==> src/hdl/ngfe_pkg.sv <==
// Package for the NMEA GGA field extractor: character codes, field limits,
// operation codes and the slot decode result type. No dependencies.
package ngfe_pkg;

  localparam logic [7:0] CHAR_DOLLAR = 8'h24;  // '$'
  localparam logic [7:0] CHAR_COMMA  = 8'h2C;  // ','
  localparam logic [7:0] CHAR_STAR   = 8'h2A;  // '*'

  localparam int FIELD_W = 5;
  localparam int POS_W   = 4;

  localparam logic [FIELD_W-1:0] FIELD_CHK = 5'd15;
  localparam logic [FIELD_W-1:0] FIELD_MAX = 5'd16;
  localparam logic [POS_W-1:0]   POS_MAX   = 4'd15;

  localparam logic OP_WRITE = 1'b0;
  localparam logic OP_CLEAR = 1'b1;

  typedef struct packed {
    logic       hit;
    logic [1:0] sub_part;
    logic [2:0] char_slot;
  } slot_dec_t;

endpackage

==> src/hdl/ngfe_slot_decode.sv <==
// Slot window decode for the GGA field extractor: maps field number and
// byte position to sub part and character slot. Depends on ngfe_pkg.
module ngfe_slot_decode import ngfe_pkg::*; (
  input  logic [FIELD_W-1:0] field,
  input  logic [POS_W-1:0]   pos,
  output slot_dec_t          dec
);

  logic [POS_W-1:0] whole;
  logic [POS_W-1:0] pm1;
  logic [POS_W-1:0] pm3;
  logic [POS_W-1:0] pm4;
  logic [POS_W-1:0] pm5;

  assign pm1 = pos - 4'd1;
  assign pm3 = pos - 4'd3;
  assign pm4 = pos - 4'd4;
  assign pm5 = pos - 4'd5;

  always_comb begin
    dec   = '0;
    whole = '0;
    case (field)
      5'd1: begin
        if (pos <= 4'd2) begin
          dec = '{hit: 1'b1, sub_part: 2'd0, char_slot: pm1[2:0]};
        end else if (pos <= 4'd4) begin
          dec = '{hit: 1'b1, sub_part: 2'd1, char_slot: pm3[2:0]};
        end else if (pos <= 4'd9) begin
          dec = '{hit: 1'b1, sub_part: 2'd2, char_slot: pm5[2:0]};
        end
      end
      5'd2: begin
        if (pos <= 4'd2) begin
          dec = '{hit: 1'b1, sub_part: 2'd0, char_slot: pm1[2:0]};
        end else if (pos <= 4'd10) begin
          dec = '{hit: 1'b1, sub_part: 2'd1, char_slot: pm3[2:0]};
        end
      end
      5'd4: begin
        if (pos <= 4'd3) begin
          dec = '{hit: 1'b1, sub_part: 2'd0, char_slot: pm1[2:0]};
        end else if (pos <= 4'd11) begin
          dec = '{hit: 1'b1, sub_part: 2'd1, char_slot: pm4[2:0]};
        end
      end
      5'd3, 5'd5, 5'd6, 5'd10, 5'd12: whole = 4'd1;
      5'd7, 5'd15:                    whole = 4'd2;
      5'd8:                           whole = 4'd4;
      5'd9, 5'd11:                    whole = 4'd6;
      default:                        whole = 4'd0;
    endcase
    // whole-field windows: position zero never stores
    if (whole != 4'd0 && pos != 4'd0 && pos <= whole) begin
      dec = '{hit: 1'b1, sub_part: 2'd0, char_slot: pm1[2:0]};
    end
  end

endmodule

==> src/hdl/nmea_gga_field_extractor_unit.sv <==
// Top level of the NMEA GGA field extractor: sentence counters, result
// register and stream handshake. Depends on ngfe_pkg and ngfe_slot_decode.
//
// Usage:
//   Feed one sentence character per word on the in_ channel; in_tuser marks
//   the first character of a new sentence buffer and clears the field and
//   position counters before that character is looked at. Each input word
//   yields zero or one result word on the out_ channel: either a character
//   write (out_tuser = 0) addressed by field, sub part and slot, or a clear
//   of a whole empty field (out_tuser = 1). The clear of an empty field comes
//   out with the comma that closes it.
//   A result is registered and shows on out_ in the cycle after its input
//   word is accepted. Throughput: one word per cycle unless a result waits;
//   counter update and slot decode fit between counter and result registers.
//   Stalls: the result register holds its word while out_tready is low, and
//   in_tready drops only while a held result is still waiting, so a new word
//   enters in the same cycle that the old result leaves.
//   Reset: rst_n (synchronous, active low) clears the counters, the
//   separator flag and out_tvalid; no result is pending afterwards.
module nmea_gga_field_extractor_unit import ngfe_pkg::*; (
  input  logic        clk,
  input  logic        rst_n,
  input  logic        in_tvalid,
  output logic        in_tready,
  input  logic [7:0]  in_tdata,    // [7:0] data_byte
  input  logic        in_tuser,    // [0] sentence_start
  output logic        out_tvalid,
  input  logic        out_tready,
  output logic [23:0] out_tdata,   // [3:0] field_number, [5:4] sub_part,
                                   // [8:6] char_slot, [16:9] char_value, rest 0
  output logic        out_tuser    // [0] op_kind
);

  // sentence state
  logic [FIELD_W-1:0] field_r, field_nxt;
  logic [POS_W-1:0]   pos_r, pos_nxt;
  logic               sep_r, sep_nxt;

  // result register
  logic               vld_r, vld_nxt;
  logic               kind_r, kind_nxt;
  logic [3:0]         fnum_r, fnum_nxt;
  logic [1:0]         sub_r, sub_nxt;
  logic [2:0]         slot_r, slot_nxt;
  logic [7:0]         val_r, val_nxt;

  // working copies after an optional sentence start
  logic [FIELD_W-1:0] field_cur;
  logic [POS_W-1:0]   pos_cur;
  logic               sep_cur;
  logic [FIELD_W-1:0] field_dec;
  logic [POS_W-1:0]   pos_inc;
  logic               accept;
  logic               clearable;
  slot_dec_t          dec;

  assign in_tready = !vld_r || out_tready;
  assign accept    = in_tvalid && in_tready;

  assign field_cur = in_tuser ? '0 : field_r;
  assign pos_cur   = in_tuser ? '0 : pos_r;
  assign sep_cur   = in_tuser ? 1'b0 : sep_r;

  // '$' restarts the field count; the position keeps counting
  assign field_dec = (in_tdata == CHAR_DOLLAR) ? '0 : field_cur;
  assign pos_inc   = (pos_cur < POS_MAX) ? pos_cur + 4'd1 : pos_cur;

  assign clearable = (field_cur >= 5'd1 && field_cur <= 5'd12) || field_cur == FIELD_CHK;

  ngfe_slot_decode u_slot_decode (
    .field (field_dec),
    .pos   (pos_inc),
    .dec   (dec)
  );

  always_comb begin
    field_nxt = field_r;
    pos_nxt   = pos_r;
    sep_nxt   = sep_r;
    vld_nxt   = vld_r && !out_tready;
    kind_nxt  = kind_r;
    fnum_nxt  = fnum_r;
    sub_nxt   = sub_r;
    slot_nxt  = slot_r;
    val_nxt   = val_r;
    if (accept) begin
      if (in_tdata == CHAR_COMMA) begin
        // empty field: close it with a clear
        if (sep_cur && clearable) begin
          vld_nxt  = 1'b1;
          kind_nxt = OP_CLEAR;
          fnum_nxt = field_cur[3:0];
          sub_nxt  = '0;
          slot_nxt = '0;
          val_nxt  = '0;
        end
        field_nxt = (field_cur < FIELD_MAX) ? field_cur + 5'd1 : field_cur;
        pos_nxt   = '0;
        sep_nxt   = 1'b1;
      end else if (in_tdata == CHAR_STAR) begin
        field_nxt = FIELD_CHK;
        pos_nxt   = '0;
        sep_nxt   = 1'b1;
      end else begin
        field_nxt = field_dec;
        pos_nxt   = pos_inc;
        sep_nxt   = 1'b0;
        if (dec.hit) begin
          vld_nxt  = 1'b1;
          kind_nxt = OP_WRITE;
          fnum_nxt = field_dec[3:0];
          sub_nxt  = dec.sub_part;
          slot_nxt = dec.char_slot;
          val_nxt  = in_tdata;
        end
      end
    end
  end

  always_ff @(posedge clk) begin
    if (!rst_n) begin
      field_r <= '0;
      pos_r   <= '0;
      sep_r   <= 1'b0;
      vld_r   <= 1'b0;
    end else begin
      field_r <= field_nxt;
      pos_r   <= pos_nxt;
      sep_r   <= sep_nxt;
      vld_r   <= vld_nxt;
    end
  end

  // payload: no reset needed
  always_ff @(posedge clk) begin
    kind_r <= kind_nxt;
    fnum_r <= fnum_nxt;
    sub_r  <= sub_nxt;
    slot_r <= slot_nxt;
    val_r  <= val_nxt;
  end

  assign out_tvalid = vld_r;
  assign out_tuser  = kind_r;
  assign out_tdata  = {7'd0, val_r, slot_r, sub_r, fnum_r};

endmodule

==> config.mk <==
export PLATFORM = sky130hd
export DESIGN_NAME = nmea_gga_field_extractor_unit
export DESIGN_NICKNAME = d
export VERILOG_FILES = /design/src/hdl/ngfe_pkg.sv /design/src/hdl/ngfe_slot_decode.sv /design/src/hdl/nmea_gga_field_extractor_unit.sv
export SDC_FILE = /design/constraint.sdc
export NUM_CORES = 1
export LEC_CHECK = 0
export BUFFER_PORTS_ARGS = -buffer_cell sky130_fd_sc_hd__buf_2
export CORE_MARGIN = 2
export CORE_UTILIZATION = 56
export DETAILED_ROUTE_END_ITERATION = 7
export PLACE_DENSITY = 0.82
export SLEW_MARGIN = 15
export SYNTH_ARGS = -nofsm -noshare
export SYNTH_HDL_FRONTEND = slang
export SYNTH_SLANG_ARGS = --single-unit
==> constraint.sdc <==
create_clock -name clk -period 6.1 [get_ports clk]
set_clock_uncertainty 0.05 [all_clocks]
set_input_delay 0.915 -clock clk [delete_from_list [all_inputs] [get_ports clk]]
set_output_delay 0.915 -clock clk [all_outputs]
set_load 0.01 [all_outputs]
# Yosys cells after proc, flatten, opt, wreduce, memory -nomap -nowiden
# Cells that the tools add are included.
[word_totals]
regBits = 29
in_bits = 13
output_inout_bits = 27
word_cells = 109
[classes]
add_sub_neg = 6
magnitude_cmp = 11
n_eq_ne = 19
n_mux = 47
n_reduce_logical = 17
[op_table]
columns = ["op", "n"]
rows = [
  ["6-bit two-way mux", 8],
  ["5-bit by 4-bit == test with 1-bit output (second input constant)", 7],
  ["4-bit two-way mux", 8],
  ["8-bit two-way mux", 4],
  ["5-bit two-way mux", 5],
  ["8-bit by 6-bit == test with 1-bit output (second input constant)", 3],
  ["5-bit by 3-bit == test with 1-bit output (second input constant)", 4],
  ["6-bit case mux with 3 select lines", 1],
  ["4-bit less-or-equal comparator (second input constant)", 3],
  ["1-bit two-way mux", 12],
  ["3-bit two-way mux", 4],
  ["3-bit case mux with 4 select lines", 1],
  ["5-bit by 2-bit == test with 1-bit output (second input constant)", 2],
  ["4-bit by 2-bit less-or-equal comparator with 1-bit output (second input constant)", 2],
  ["2-bit two-way mux", 4],
  ["4-bit nonzero test", 2],
  ["1-bit logical AND", 6],
  ["3-bit subtractor (second input constant)", 2],
  ["5-bit by 1-bit adder with 5-bit output (second input constant)", 1],
  ["5-bit by 1-bit == test with 1-bit output (second input constant)", 1],
  ["5-bit by 1-bit >= comparator with 1-bit output (second input constant)", 1],
  ["5-bit by 4-bit less-or-equal comparator with 1-bit output (second input constant)", 1],
  ["5-bit less-than comparator (second input constant)", 1],
  ["5-bit OR reduction", 1],
  ["other kinds (13)", 16],
]

# Depth between registers and ports, before layout
[logic_depth]
depth_word = 13
ltp_mapped = 17
ltp_nobuf = 14

# By module
# From an unflattened synthesis, not the netlist that was laid out.
[hier_totals]
hier_cells = 269
area_unflattened_um2 = 2442.3
[modules_own_cells]
columns = ["mod", "n_inst", "cells_each", "area_per_inst_um2", "seq_area_each_um2"]
rows = [
  ["nmea_gga_field_extractor_unit", 1, 166, 1687.9, 760.7],
  ["ngfe_slot_decode", 1, 103, 754.5, 0.0],
]

# Least setup slack after synthesis
# OpenSTA, ideal clock, no wires.
[synth_timing]
kind = "input to register"
start = "input in_tuser"
end = "register fnum_r[0], enable pin"
setup_time_ns = 0.398
arrival_time_ns = 4.354
t_required_ns = 5.652
path_slack_ns = 1.298
cell_stages = 17
n_path_buf = 4
cell_sequence = "buf_6 -> clkbuf_1 -> nand2b_1 -> inv_1 -> ha_1 -> buf_2 -> and4b_1 -> buf_6 -> mux2i_4 -> inv_1 -> ha_1 -> nor2b_1 -> o21a_1 -> o21ai_0 -> nand4b_1 -> o2111a_1 -> a21boi_1"
[synth_between]
elab_chain_cells = 11
word_cells_on_any_way = 53
classes_between = "add/sub: 1; order compare: 10; eq/ne: 15; mux: 15; reduce/logical: 12"
[synth_lines]
columns = ["item", "line_no", "source"]
rows = [
  ["start: declaration", "nmea_gga_field_extractor_unit.sv:26", "input logic in_tuser,"],
  ["4-bit two-way mux or 5-bit two-way mux (tied branches)", "nmea_gga_field_extractor_unit.sv:61, nmea_gga_field_extractor_unit.sv:60", ""],
  ["4-bit by 1-bit adder with 4-bit output, or another cell as far along", "nmea_gga_field_extractor_unit.sv:66", "assign pos_inc = (pos_cur < POS_MAX) ? pos_cur + 4'd1 : pos_cur;"],
  ["4-bit two-way mux, or another cell as far along", "nmea_gga_field_extractor_unit.sv:66", ""],
  ["4-bit less-or-equal comparator, or another cell as far along", "ngfe_slot_decode.sv:29", "end else if (pos <= 4'd9) begin"],
  ["6-bit two-way mux or 3-bit case mux with 4 select lines (tied branches)", "ngfe_slot_decode.sv:29, ngfe_slot_decode.sv:23", ""],
  ["6-bit two-way mux or 4-bit nonzero test (tied branches)", "ngfe_slot_decode.sv:27, ngfe_slot_decode.sv:54", ""],
  ["6-bit two-way mux or 1-bit logical AND (tied branches)", "ngfe_slot_decode.sv:25, ngfe_slot_decode.sv:54", ""],
  ["6-bit case mux with 3 select lines or 1-bit logical AND (tied branches)", "ngfe_slot_decode.sv:23, ngfe_slot_decode.sv:54", ""],
  ["6-bit two-way mux", "ngfe_slot_decode.sv:54", "if (whole != 4'd0 && pos != 4'd0 && pos <= whole) begin"],
  ["2-bit nonzero test (no source line)", "n/a", ""],
  ["4-bit AND reduction (no source line) (*)", "n/a", ""],
  ["end signal: assignment", "nmea_gga_field_extractor_unit.sv:137", "fnum_r <= fnum_nxt;"],
  ["end: declaration", "nmea_gga_field_extractor_unit.sv:42", "logic [3:0] fnum_r, fnum_nxt;"],
]
# Mark *: on every way between the ends. The rest lies on a longest branch, timed or not.
# A chain may end at the register's enable or synchronous reset.

# Worst setup path after layout
[layout_timing]
start = "input in_tuser"
end = "register sub_r[1], enable pin"
[layout_between]
elab_chain_cells = 11
word_cells_on_any_way = 53
classes_between = "add/sub: 1; order compare: 10; eq/ne: 15; mux: 15; reduce/logical: 12"
[layout_lines]
columns = ["item", "line_no", "source"]
rows = [
  ["4-bit two-way mux or 5-bit two-way mux (tied branches)", "nmea_gga_field_extractor_unit.sv:61, nmea_gga_field_extractor_unit.sv:60", ""],
  ["4-bit by 1-bit adder with 4-bit output, or another cell as far along", "nmea_gga_field_extractor_unit.sv:66", ""],
  ["4-bit two-way mux, or another cell as far along", "nmea_gga_field_extractor_unit.sv:66", ""],
  ["4-bit less-or-equal comparator, or another cell as far along", "ngfe_slot_decode.sv:29", ""],
  ["6-bit two-way mux or 3-bit case mux with 4 select lines (tied branches)", "ngfe_slot_decode.sv:29, ngfe_slot_decode.sv:23", ""],
  ["6-bit two-way mux or 4-bit nonzero test (tied branches)", "ngfe_slot_decode.sv:27, ngfe_slot_decode.sv:54", ""],
  ["6-bit two-way mux or 1-bit logical AND (tied branches)", "ngfe_slot_decode.sv:25, ngfe_slot_decode.sv:54", ""],
  ["6-bit case mux with 3 select lines or 1-bit logical AND (tied branches)", "ngfe_slot_decode.sv:23, ngfe_slot_decode.sv:54", ""],
  ["6-bit two-way mux", "ngfe_slot_decode.sv:54", ""],
  ["2-bit nonzero test (no source line)", "n/a", ""],
  ["4-bit AND reduction (no source line) (*)", "n/a", ""],
  ["end signal: assignment", "nmea_gga_field_extractor_unit.sv:138", "sub_r <= sub_nxt;"],
  ["end: declaration", "nmea_gga_field_extractor_unit.sv:43", "logic [1:0] sub_r, sub_nxt;"],
]
# Marked as above.

==> flow_summary.yaml <==
cells_and_area:
  drive_gt1_share_pct: 18.7
  final_cells: 333
  syn2layout_area_growth_pct: 7.95
  mostFrequentLayoutCell: "buf_2"
  diodes: 0
  fillerInstances: 333
  final_nets: 310
  layout_common_cells: "buf_2, nor2_1, edfxtp_1, nand2_1, ha_1"
synthesis:
  synth.distinct_cells: 63
  synth_cells: 265
  seq_area_frac_synth_pct: 33.4
  syn_area_mm2: 0.00228
  synth_edf_count: 18
  ys.flop_type: "edfxtp_1"
  avgSynthCellArea_um2: 8.61
  ys_async_sr_fraction_pct: 0
  ys_ff_latch: 29
  yosys_warnings: 0
drt:
  wirelength_um: 5200
  first_iter_violations: 203
  ant_nets: 0
  viasPerCell: 6.12
  routedWlPerCell_um: 15.6
  dr.pass1.iters: 6
  vias: 2037
  drcViolationCount: 0
clock_network:
  clk_latency_ps: 290
  cts.repair.resized: 0
  numClockSinks: 29
  htreeDepth: 2
  root_buffer: "clkbuf_8"
  post_cts_buffers: 0
  clockBufferDepth: 2
  cts_hold_buf: 0
  cts_buffers: 5
  cts_tree: "built"
  clkSlewWorstSetupHoldPaths_ps: 70
die:
  io_pins: 40
  fp.coreArea_mm2: 0.00397
  die_area_mm2: 0.00460
  die_x_um: 67.8
  fp.dieH_um: 67.8
  start_util_pct: 57.4
  num_rows: 23
setup_path:
  r2r_end: "sub_r[1]$_SDFFCE_PP0P_"
  cp_cell_sequence: "buf_2 > nand2b_1 > inv_1 > ha_1 > and4b_1 > mux2i_4 > inv_1 > ha_1 > nor2b_1 > o21a_1 > o21ai_0 > nand4b_1 > o2111a_1 > a21boi_1 > buf_4"
  cp_max_fo: 19
  setup.worst_path.class: "in2reg"
  critPathRequiredTime_ps: 6030
  cp-end-kind: "flop"
  reg2reg_slack_ps: 2210
  crit_arrival_ps: 4280
  crit_family: "simple AND/OR/NAND/NOR gates"
  cp_slowest_cell: "and4b_1"
  ff2ff_path_depth: 14
  r2r-start: "pos_r[1]$_SDFFE_PN0P_"
  startpoint_type: "input pin"
  critPathBufInv: 4
  critPathMaxStageDelay_ps: 380
power:
  power_frac_seq_pct: 51.2
  cellPowerDensity_mw_per_mm2: 172
  power.share.switching_pct: 26.6
  p_switching_w: 0.000112
  p_leak_nw: 1.04
  p_int_w: 0.000310
  comb_power_share_pct: 11.4
  clkPwrFrac_pct: 37.4
  irDropWorstVdd_uv: 67.7
timing:
  layout_worst_path_cycle_share_pct: 71.4
  grt_setup_unrepaired: "false"
  final-hold-violation-count: 0
  min_period_ps: 4360
  worst_pin_slew_ps: 660
  max_slew_margin_pct: 55.9
  finalSetupViolations: 0
  finalSetupTns_ps: 0
  max_freq_mhz: 230
  timing.final.ws_setup_ps: 1740
  finalMaxSlewViolations: 0
global_routing:
  grt_pass1_wl_um: 8070
  grt_max_degree: 22
  grt_overflow: 0
  grt_pass1_vias: 1723
  antenna_found_initial: 0
  track_usage_pct: 23.5
place:
  dp_cells: 325
  port_buffers: 32
  gp_congestion: 0.893
  dp_hpwl_um: 3840
  place_ws_ps: 1560
hold_path:
  holdPathEnd: "sep_r$_SDFFE_PN0P_"
  hp-class: "reg2reg"
  hold_start: "sep_r$_SDFFE_PN0P_"
  whs_path_depth: 2
run_status:
  status: "completed"
job:
  maxCapViolCount: 0
-- area by class of cell --
class | instances | area, um^2 | share of cell area [%]
multi-input cells | 199 | 1330 | 54.1
flip-flops and latches | 29 | 761 | 30.9
repair buffers | 33 | 168 | 6.81
clock buffers | 5 | 68.8 | 2.79
well taps | 50 | 62.6 | 2.54
inverters | 14 | 52.6 | 2.13
clock inverters | 3 | 17.5 | 0.711
-- how the worst max path moves through the flow --
stage              from                     end  cells after the start
3_3_place_gp   in_tuser  val_r[0]$_SDFFCE_PP0P_                     15
6_report       in_tuser  sub_r[1]$_SDFFCE_PP0P_                     15
5_1_grt        in_tuser  sub_r[1]$_SDFFCE_PP0P_                     15
4_1_cts        in_tuser  sub_r[0]$_SDFFCE_PP0P_                     15
2_1_floorplan  in_tuser     fnum_r[0]$_DFFE_PP_                     17
3_5_place_dp   in_tuser  sub_r[0]$_SDFFCE_PP0P_                     15
-- routing by layer --
metal	vias up	GRT usage, %	share of wire (%)
li1	963	-	-
met4	0	9.50	2.5
met3	24	6.09	9.2
met2	135	38.5	47
met1	915	29.6	41
met5	-	0	0
-- worst reg2reg max path: stages, from the launching register on --
cell,delay (ps)
dfxtp_1,450
nand2b_1,140
inv_1,130
ha_1,320
and4b_1,380
mux2i_4,390
inv_1,90
ha_1,320
nor2b_1,140
o21a_1,170
o21ai_0,150
nand4b_1,200
o2111a_1,200
a21boi_1,180
buf_4,280
-- metrics by stage --
step | hold WS, ps | total power (W) | instance area [um^2] | utilization (%)
after floorplan | 426 | 0.000258 | 2300 | -
after global placement | 440 | 0.000266 | 2380 | 59.8
after detailed placement | 474 | 0.000268 | 2380 | 59.8
after CTS | 492 | 0.000424 | 2460 | 62.0
after global routing | 518 | 0.000436 | 2460 | 62.0
final | 494 | 0.000422 | 2460 | 62.0
-- logic make-up after synthesis --
| family | Yosys count | share of synthesized area (%) |
|---|---|---|
| AO/OA/AOI/OAI | 61 | 19.6 |
| XOR/XNOR | 5 | 1.92 |
| adder cells (fa/ha/maj) | 15 | 8.23 |
| buffers and inverters | 43 | 9.22 |
| flip-flops | 29 | 33.4 |
| multiplexers | 3 | 1.92 |
| other | 1 | 0.164 |
| AND/OR/NAND/NOR | 108 | 25.6 |
-- power by group through the flow --
stage	sequential [W]	combinational, W	clock (W)
final	0.000216	0.0000481	0.000158
after global routing	0.000217	0.0000530	0.000166
after CTS	0.000216	0.0000476	0.000160
after detailed placement	0.000220	0.0000473	0
after global placement	0.000220	0.0000458	0
after floorplan	0.000221	0.0000373	0
-- state kept, by name (all words and copies together), names as in the netlist, 2 cells and up --
register / cells
field_r: 5
val_r: 8
sub_r: 2
slot_r: 3
pos_r: 4
fnum_r: 4
-- cell usage after synthesis, types with 2 or more instances --
library cell	n	share of area, %
a211o_1	2	0.77
a21oi_1	12	2.6
a22oi_1	2	0.66
a31oi_1	5	1.4
and2_1	7	1.9
and3_1	2	0.55
buf_2	6	1.3
buf_4	7	2.3
buf_6	2	0.99
clkbuf_1	14	2.3
dfxtp_1	11	9.7
edfxtp_1	18	24
ha_1	15	8.2
inv_1	13	2.1
nand2_1	16	2.6
nand2b_1	8	2.2
nand2b_4	2	1.2
nand3_1	12	2.6
nand4_1	3	0.82
nor2_1	26	4.3
nor2b_1	13	3.6
nor3_1	8	1.8
nor4_1	2	0.55
o211ai_1	2	0.66
o21a_1	2	0.66
o21ai_0	12	2.6
o22ai_1	2	0.55
o31ai_1	3	0.99
xnor2_1	2	0.77
xor2_1	3	1.2
No activity file was read; power rests on OpenSTA's default activity.
